<file path="src/hdl/pmsfp_pkg.sv">
// ----------------------------------------------------------------------------
// pmsfp_pkg: shared types and constants of the PM sensor frame parser
// Start bytes, body layout, parser phases and the reading slot map.
// ----------------------------------------------------------------------------
package pmsfp_pkg;

   localparam int unsigned BODY_BYTES   = 30;
   localparam int unsigned NUM_READINGS = 9;
   localparam int unsigned SLOT_W       = $clog2(NUM_READINGS);

   localparam logic [7:0] START_ONE = 8'h42;
   localparam logic [7:0] START_TWO = 8'h4d;

   // Last body byte, and the first body byte that is left out of the sum.
   localparam logic [4:0] LAST_IDX    = 5'(BODY_BYTES - 1);
   localparam logic [4:0] SUM_END_IDX = 5'(BODY_BYTES - 2);

   typedef enum logic [1:0] {
      PH_HUNT   = 2'd0,
      PH_SECOND = 2'd1,
      PH_BODY   = 2'd2
   } phase_type;

   typedef logic [15:0] reading_type;
   typedef reading_type reading_array_type [NUM_READINGS];

   typedef struct packed {
      logic              store_we;
      logic [SLOT_W-1:0] slot;
      logic [15:0]       word;
      logic              done;
      logic              status;
   } framer_ctl_type;

   typedef struct packed {
      logic              hit;
      logic [SLOT_W-1:0] slot;
   } slot_type;

   // Maps the body offset of a reading's low byte to its slot in the store.
   function automatic slot_type slot_of(input logic [4:0] idx);
      slot_type s;
      s.hit  = 1'b1;
      s.slot = '0;
      case (idx)
         5'd3:    s.slot = SLOT_W'(0);
         5'd5:    s.slot = SLOT_W'(1);
         5'd7:    s.slot = SLOT_W'(2);
         5'd15:   s.slot = SLOT_W'(3);
         5'd17:   s.slot = SLOT_W'(4);
         5'd19:   s.slot = SLOT_W'(5);
         5'd21:   s.slot = SLOT_W'(6);
         5'd23:   s.slot = SLOT_W'(7);
         5'd25:   s.slot = SLOT_W'(8);
         default: s.hit  = 1'b0;
      endcase
      return s;
   endfunction

endpackage

</file>
<file path="src/hdl/pmsfp_framer.sv">
// ----------------------------------------------------------------------------
// pmsfp_framer: byte-level frame tracker
// Hunts for the start bytes, walks the body, keeps the checksum and pairs
// the bytes of each big-endian word.
// ----------------------------------------------------------------------------
module pmsfp_framer
   import pmsfp_pkg::*;
(
   input  logic           clock,
   input  logic           reset,
   input  logic           accept,
   input  logic [7:0]     rx_byte,
   output framer_ctl_type ctl
);

   phase_type   phase_ff, phase_in;
   logic [4:0]  index_ff, index_in;
   logic [15:0] sum_ff, sum_in;
   logic [7:0]  hold_ff, hold_in;
   logic        last_byte;
   slot_type    slot_hit;

   assign last_byte = (index_ff == LAST_IDX);
   assign slot_hit  = slot_of(index_ff);

   // Next phase.
   always_comb begin
      phase_in = phase_ff;
      if (accept) begin
         case (phase_ff)
            PH_SECOND: phase_in = (rx_byte == START_TWO) ? PH_BODY : PH_HUNT;
            PH_BODY:   phase_in = last_byte ? PH_HUNT : PH_BODY;
            default:   phase_in = (rx_byte == START_ONE) ? PH_SECOND : PH_HUNT;
         endcase
      end
   end

   // Counters, checksum and the pending high byte.
   always_comb begin
      index_in = index_ff;
      sum_in   = sum_ff;
      hold_in  = hold_ff;
      if (accept) begin
         case (phase_ff)
            PH_SECOND: begin
               if (rx_byte == START_TWO) begin
                  sum_in   = sum_ff + {8'h00, rx_byte};
                  index_in = '0;
               end
            end
            PH_BODY: begin
               if (index_ff < SUM_END_IDX) begin
                  sum_in = sum_ff + {8'h00, rx_byte};
               end
               if (!index_ff[0]) begin
                  hold_in = rx_byte;
               end
               index_in = last_byte ? 5'd0 : index_ff + 5'd1;
            end
            default: begin
               if (rx_byte == START_ONE) begin
                  sum_in = {8'h00, rx_byte};
               end
            end
         endcase
      end
   end

   // Store write and frame completion.
   always_comb begin
      ctl.word     = {hold_ff, rx_byte};
      ctl.slot     = slot_hit.slot;
      ctl.store_we = accept && (phase_ff == PH_BODY) && index_ff[0] && slot_hit.hit;
      ctl.done     = accept && (phase_ff == PH_BODY) && last_byte;
      ctl.status   = (sum_ff != {hold_ff, rx_byte});
   end

   always_ff @(posedge clock) begin
      if (reset) begin
         phase_ff <= PH_HUNT;
         index_ff <= '0;
         sum_ff   <= '0;
         hold_ff  <= '0;
      end else begin
         phase_ff <= phase_in;
         index_ff <= index_in;
         sum_ff   <= sum_in;
         hold_ff  <= hold_in;
      end
   end

endmodule

</file>
<file path="src/hdl/pmsfp_store.sv">
// ----------------------------------------------------------------------------
// pmsfp_store: reading store
// Nine 16-bit readings, one written per completed word pair that maps to a slot.
// ----------------------------------------------------------------------------
module pmsfp_store
   import pmsfp_pkg::*;
(
   input  logic              clock,
   input  logic              we,
   input  logic [SLOT_W-1:0] slot,
   input  reading_type       word,
   output reading_array_type readings
);

   reading_array_type store_ff;

   always_ff @(posedge clock) begin
      if (we) begin
         store_ff[slot] <= word;
      end
   end

   assign readings = store_ff;

endmodule

</file>
<file path="src/hdl/pm_sensor_frame_parser.sv">
// ----------------------------------------------------------------------------
// pm_sensor_frame_parser: serial frame parser for a particulate sensor
// Takes received bytes and gives the nine readings of each frame with a
// checksum status.
// ----------------------------------------------------------------------------
// Usage:
//   Each request on req_ carries one received byte. One byte is taken per
//   cycle while req_ready is high. After the two start bytes and a 30-byte
//   body, one result is placed on rsp_ in the cycle after the last body
//   byte is taken. Bytes that do not complete a frame give no result.
//   rsp_frame_status is 0 when the wrapping 16-bit sum of the start bytes
//   and body bytes 0 to 27 equals the word in body bytes 28 and 29.
//   The result sits in an output register. While it waits and rsp_ready is
//   low, req_ready is low; when the result is taken in a cycle, a new byte
//   can be taken in that same cycle, so the rate stays one byte per cycle.
//   Reset returns the parser to hunting for the first start byte, clears
//   the checksum and drops any pending result. No clearing pass is needed.
// ----------------------------------------------------------------------------
module pm_sensor_frame_parser
   import pmsfp_pkg::*;
(
   input  logic        clock,
   input  logic        reset,
   input  logic        req_valid,
   output logic        req_ready,
   input  logic [7:0]  req_rx_byte,
   output logic        rsp_valid,
   input  logic        rsp_ready,
   output logic [15:0] rsp_mass_pm1,
   output logic [15:0] rsp_mass_pm25,
   output logic [15:0] rsp_mass_pm10,
   output logic [15:0] rsp_count_03um,
   output logic [15:0] rsp_count_05um,
   output logic [15:0] rsp_count_1um,
   output logic [15:0] rsp_count_25um,
   output logic [15:0] rsp_count_5um,
   output logic [15:0] rsp_count_10um,
   output logic        rsp_frame_status
);

   logic              accept;
   framer_ctl_type    ctl;
   reading_array_type readings;

   logic              rsp_valid_ff, rsp_valid_in;
   reading_array_type result_ff;
   logic              status_ff;

   assign req_ready = !rsp_valid_ff || rsp_ready;
   assign accept    = req_valid && req_ready;

   pmsfp_framer u_framer (
      .clock   (clock),
      .reset   (reset),
      .accept  (accept),
      .rx_byte (req_rx_byte),
      .ctl     (ctl)
   );

   pmsfp_store u_store (
      .clock    (clock),
      .we       (ctl.store_we),
      .slot     (ctl.slot),
      .word     (ctl.word),
      .readings (readings)
   );

   always_comb begin
      rsp_valid_in = rsp_valid_ff;
      if (rsp_valid_ff && rsp_ready) begin
         rsp_valid_in = 1'b0;
      end
      if (ctl.done) begin
         rsp_valid_in = 1'b1;
      end
   end

   always_ff @(posedge clock) begin
      if (reset) begin
         rsp_valid_ff <= 1'b0;
      end else begin
         rsp_valid_ff <= rsp_valid_in;
      end
   end

   // Every reading is written earlier in the frame than its last byte.
   always_ff @(posedge clock) begin
      if (ctl.done) begin
         result_ff <= readings;
         status_ff <= ctl.status;
      end
   end

   assign rsp_valid        = rsp_valid_ff;
   assign rsp_mass_pm1     = result_ff[0];
   assign rsp_mass_pm25    = result_ff[1];
   assign rsp_mass_pm10    = result_ff[2];
   assign rsp_count_03um   = result_ff[3];
   assign rsp_count_05um   = result_ff[4];
   assign rsp_count_1um    = result_ff[5];
   assign rsp_count_25um   = result_ff[6];
   assign rsp_count_5um    = result_ff[7];
   assign rsp_count_10um   = result_ff[8];
   assign rsp_frame_status = status_ff;

   // A result appears only after a byte was taken in the previous cycle.
   a_rsp_from_request: assert property (@(posedge clock) disable iff (reset)
      $rose(rsp_valid_ff) |-> $past(accept))
      else $error("result raised without a request");

   // A finished frame always leaves a result pending.
   a_done_gives_rsp: assert property (@(posedge clock) disable iff (reset)
      ctl.done |=> rsp_valid_ff)
      else $error("completed frame produced no result");

   // A stalled result must block new requests so it is never overwritten.
   a_stall_blocks: assert property (@(posedge clock) disable iff (reset)
      (rsp_valid_ff && !rsp_ready) |-> !ctl.done && !ctl.store_we)
      else $error("state changed while a result was stalled");

endmodule

</file>
<file path="config.mk">
export PLATFORM = sky130hd
export DESIGN_NAME = pm_sensor_frame_parser
export DESIGN_NICKNAME = d
export VERILOG_FILES = /design/src/hdl/pmsfp_pkg.sv /design/src/hdl/pmsfp_framer.sv /design/src/hdl/pmsfp_store.sv /design/src/hdl/pm_sensor_frame_parser.sv
export SDC_FILE = /design/constraint.sdc
export NUM_CORES = 1
export LEC_CHECK = 0
export ABC_AREA = 1
export BUFFER_PORTS_ARGS = -buffer_cell sky130_fd_sc_hd__buf_4
export CORE_MARGIN = 1.5
export CORE_UTILIZATION = 48
export CTS_CLUSTER_DIAMETER = 50
export DETAILED_ROUTE_END_ITERATION = 10
export PLACE_DENSITY = 0.68
export SYNTH_ARGS = -nofsm -noshare
export SYNTH_HDL_FRONTEND = slang
export SYNTH_SLANG_ARGS = --single-unit
export TNS_END_PERCENT = 50
</file>
<file path="constraint.sdc">
create_clock -name clock -period 39.9 [get_ports clock]
set_input_delay 5.985 -clock clock [delete_from_list [all_inputs] [get_ports clock]]
set_output_delay 5.985 -clock clock [all_outputs]
set_load 0.005 [all_outputs]
</file>
## Word level (Yosys, flattened, before mapping)

Index checks and enable logic that the tools add are counted.

- Bits in registers: 321
- Word-level logic and storage cells: 82
- Output and inout port bits: 147
- Bits of input ports: 12

- Equal/unequal tests: 17
- $add $sub $neg: 2
- Magnitude comparators: 3
- Bitwise operators: 2
- Reductions and logical operators: 16
- Mux-type cells: 18

Operators with widths:

| operator | count |
|---|---|
| 144-bit bitwise mux | 1 |
| 16-bit demux with 4-bit select | 1 |
| 16-bit two-way mux | 4 |
| 16-bit one-hot mux with 2 select lines | 1 |
| 4-bit one-hot mux with 8 select lines | 1 |
| 5-bit equality test, second input constant | 6 |
| 16-bit by 8-bit adder with 16-bit output | 1 |
| 8-bit by 7-bit equality test with 1-bit output, second input constant | 2 |
| 16-bit inequality test | 1 |
| 5-bit by 3-bit equality test with 1-bit output, second input constant | 2 |
| 5-bit two-way mux | 2 |
| 5-bit one-hot mux with 2 select lines | 1 |
| 9-bit OR reduction | 1 |
| 1-bit logical AND | 7 |
| 3-bit AND reduction | 2 |
| 5-bit by 1-bit adder with 5-bit output, second input constant | 1 |
| 5-bit by 2-bit equality test with 1-bit output, second input constant | 1 |
| 5-bit by 4-bit equality test with 1-bit output, second input constant | 1 |
| 5-bit greater-or-equal comparator, second input constant | 1 |
| 5-bit by 1-bit < comparator with 1-bit output, second input constant | 1 |
| 5-bit < comparator, second input constant | 1 |
| 4-bit NOT with 5-bit output | 1 |
| 1-bit two-way mux | 4 |
| 2-bit two-way mux | 2 |
| 10 further kinds | 12 |

## Longest topological paths before layout

- Depth in word-level cells: 8
- Gate-level depth with buffers: 11
- Depth with buffers taken out: 11

## Modules after synthesis

Synthesis repeated with hierarchy kept, for this count alone.

- Cells, all modules: 698
- Area total of the unflattened synthesis: 11,184.5 um^2

Modules (own cells, without submodules):

| module | times used | cells an instance | area each (um^2) |
|---|---|---|---|
| pmsfp_store | 1 | 165 | 4,406.7 |
| pm_sensor_frame_parser | 1 | 151 | 4,404.2 |
| pmsfp_framer | 1 | 382 | 2,373.5 |

## Worst setup path before layout

No wires, ideal clock.

- Kind: input to register
- From: input port rsp_ready
- To: register result_ff, in the netlist rsp_count_03um[0] (enable)
- Data required time: 39.071 ns
- Path buffers: 0
- Arrival time: 16.151 ns
- Stages on the path: 6
- Setup slack: 22.920 ns
- Setup time: 0.829 ns
- Cells stage by stage: nor2_1 inv_2 nand2_2 inv_1 nand2_1 nor3_1

RTL lines:

| element | RTL line | RTL |
|---|---|---|
| start, declared | pm_sensor_frame_parser.sv:28 | `input logic rsp_ready,` |
| end signal, assigned | pm_sensor_frame_parser.sv:89 | `result_ff <= readings;` |
| end, declared | pm_sensor_frame_parser.sv:46 | `reading_array_type result_ff;` |

## Worst setup path in the final report

- From: input port rsp_ready
- To: output port req_ready

- Word-level cells in the longest chain between the ends: 1

Ends and longest elaborated chain:

| element | RTL line | RTL |
|---|---|---|
| 1-bit logical OR | pm_sensor_frame_parser.sv:49 | `assign req_ready = !rsp_valid_ff \|\| rsp_ready;` |
| end, declared | pm_sensor_frame_parser.sv:25 | `output logic req_ready,` |

Every way passes these cells.

==> flow_summary.toml <==
[outcome]
status = "completed"

[clock_network]
cts_hold_buf = 0
post_cts_buffers = 0
h-tree-depth = 1
clockRootBuffer = "clkbuf_16"
post_cts_resized = 0
cts.clk_slew.worst_paths_ns = 0.06
cts_tree = "built"
numCtsBuffers = 31
clockBufferDepth = 3
clock_sinks = 321
clock_latency_ns = 0.54

[drt]
drtAntennaViolNets = 0
drt_iter0_drc = 458
routed-via-count = 5766
avgViaCountPerCell = 5.01
dr.pass1.iters = 5
drt-total-wl_um = 21000
drc = 0
avgRoutedWirePerCell_um = 18.3

[critical_path]
path_class = "in -> out"
slowest_stage = "nor2_1"
worstPathRequired_ns = 33.91
startpoint_type = "input port"
critPathMaxStageDelay_ns = 0.15
worstSetupEndpointType = "output pin"
cp_common_cell = "buf_4"
critical_path.cell_chain = "buf_4, nor2_1, inv_2, buf_4"
crit_path_max_fanout = 2
cp.arrival_ns = 6.44

[sta]
holdWs_ns = 0.405
setup-violations-final = 0
rsz0062_at_grt = "false"
clock.fmax_mhz = 80.5
hold_violations = 0
worst_pin_slew_ns = 1.10
finalCritPeriodShare_pct = 31.1
skew_ns = 0.0202
worst_slack_ns = 27.48
finalMaxSlewViolations = 0
tns_ns = 0
slew_headroom_pct = 26.9
min_period_ns = 12.42

[cells_and_area]
n_antenna_cell = 0
largest_reg_flops = 144
drive_above_1_share_pct = 28.0
final_cells = 1150
area_growth_pct = 23.9
stdcell_area_sq_um = 13600
utilization_pct = 60.4
nets = 868
fill_cells = 1662

[synth]
syn-num-nets = 673
synth-edff-count = 289
synthArstFlopShare_pct = 0
synth_simple_gate_area_share_pct = 7.97
ys_seq_elements = 321
synth_compound_area_share_pct = 2.54
synth_area_per_cell_sq_um = 17.0
syn-cell-area_sq_um = 11000
synth_fa_ha_area_share_pct = 1.67
synth_mux_area_share_pct = 0.0913
synth_cell_types = 35
synthCells = 647
synth_xor_area_share_pct = 0.559
synth_warnings = 0
ys.flop_type = "edfxtp_1"
synth_top_family_by_area = "simple AND/OR/NAND/NOR gates"
ys_seq_area_share_pct = 85.0

[placed_design]
place.port_buffers = 158
hpwl_um = 13600
gp_congestion = 0.838
dp_cells = 1094
placedInstanceArea_sq_um = 12600
dpl_worst_slack_ns = 27.48

[global_route]
grt_pass1_wl_um = 31700
grt_pass1_vias = 5548
antenna_found_initial = 0
grt_overflow = 0
grt_use_total_pct = 17.8
grt_max_degree = 82

[min_path]
hold_class = "reg -> reg"

[power_and_ir_drop]
internal_power_mw = 0.531
p_switching_mw = 0.123
power_leakage_nw = 4.81
peakVddDrop_mv = 0.0308
p_comb_share_pct = 1.6
seqPwrFrac_pct = 55.4
power_switching_share_pct = 18.8
p_per_area_nw_per_um2 = 48.2
power.total_mw = 0.655
power_frac_clock_pct = 43.0

[run]
cap_violations = 0

[floorplanning]
core_sq_um = 22500
fp.dieW_um = 154
dieArea_sq_um = 23800
start_util_pct = 48.7
fp.dieH_um = 154
row_count = 55
io_pins = 159
## cells in the final DEF (no fill, tap or decap), drive strengths merged
cell type / synthesis / routed
nand3: 27 / 27
clkinvlp: 0 / 1
or2: 2 / 2
clkinv: 0 / 9
inv: 55 / 58
fa: 1 / 1
a22oi: 1 / 1
xor2: 7 / 7
nand4: 13 / 13
nor2: 57 / 57
ha: 13 / 13
mux2i: 1 / 1
nor3b: 1 / 1
o21ai: 23 / 23
nor4: 3 / 3
nand2: 77 / 77
bufinv: 0 / 2
clkbuf: 2 / 41
buf: 3 / 167
a211oi: 2 / 2
a21oi: 24 / 24
dfxtp: 32 / 32
edfxtp: 289 / 289
a31oi: 1 / 1
a21boi: 1 / 1
nor3: 12 / 12
## path summary, 6_finish.rpt
check	startpoint	endpoint	slack [ns]	depth (start not counted)
worst min register to register	u_store.readings[105]$_DFFE_PP_	rsp_mass_pm10[9]$_DFFE_PP_	0.41	0
worst max register to register	u_framer.index_ff[0]$_SDFFE_PP0P_	rsp_count_03um[14]$_DFFE_PP_	36.71	5
worst max-delay path	rsp_ready	req_ready	27.48	4
worst min-delay path	u_store.readings[105]$_DFFE_PP_	rsp_mass_pm10[9]$_DFFE_PP_	0.41	0
## power groups by stage
stage | logic [mW] | registers [mW] | clock network, mW
floorplan | 0.00620 | 0.370 | 0
global placement | 0.0101 | 0.370 | 0
detailed placement | 0.0104 | 0.370 | 0
CTS | 0.0104 | 0.363 | 0.288
global route | 0.0117 | 0.363 | 0.301
finish | 0.0104 | 0.363 | 0.281
## synth_stat cells, types with 3 or more instances
cell type,count,area [sq um]
nor2_1,54,203
dfxtp_1,32,641
nand4_1,11,68.8
nand3_1,26,130
a21oi_1,23,115
inv_2,5,18.8
nor4_1,3,18.8
ha_1,13,163
xor2_1,7,61.3
inv_1,50,188
nor3_1,11,55.1
edfxtp_1,289,8680
o21ai_0,17,85.1
o21ai_1,5,25.0
nand2_1,74,278
## routing by layer
| metal | share of wire (%) | routed length (um) | vias up | global-route usage, % |
|---|---|---|---|---|
| met2 | 48 | 9980 | 196 | 28.5 |
| met3 | 5.5 | 1160 | 39 | 3.13 |
| li1 | - | - | 2762 | - |
| met5 | 0 | 0 | - | 0 |
| met4 | 3.3 | 693 | 0 | 7.30 |
| met1 | 44 | 9170 | 2769 | 24.3 |
## worst max-delay path: cells and delay by family
family,cells,cell delay (ns)
simple gates,1,0.15
buf+inv,3,0.30
## cell type report
class / instances / area (sq um) / share of cell area [%]
Sequential cell: 321 / 9320 / 68.6
Multi-Input combinational cell: 266 / 1450 / 10.6
Timing Repair Buffer: 167 / 1250 / 9.22
Clock buffer: 41 / 863 / 6.35
Tap cell: 285 / 357 / 2.62
Inverter: 55 / 206 / 1.52
Clock inverter: 15 / 148 / 1.09
## cells by family after synthesis
logic type      count (synthesis)
fa+ha+maj                      14
xor+xnor                        7
compound gates                 52
flops                         321
buf+inv                        60
simple gates                  192
mux                             1
(Power assumes the default switching activity.)
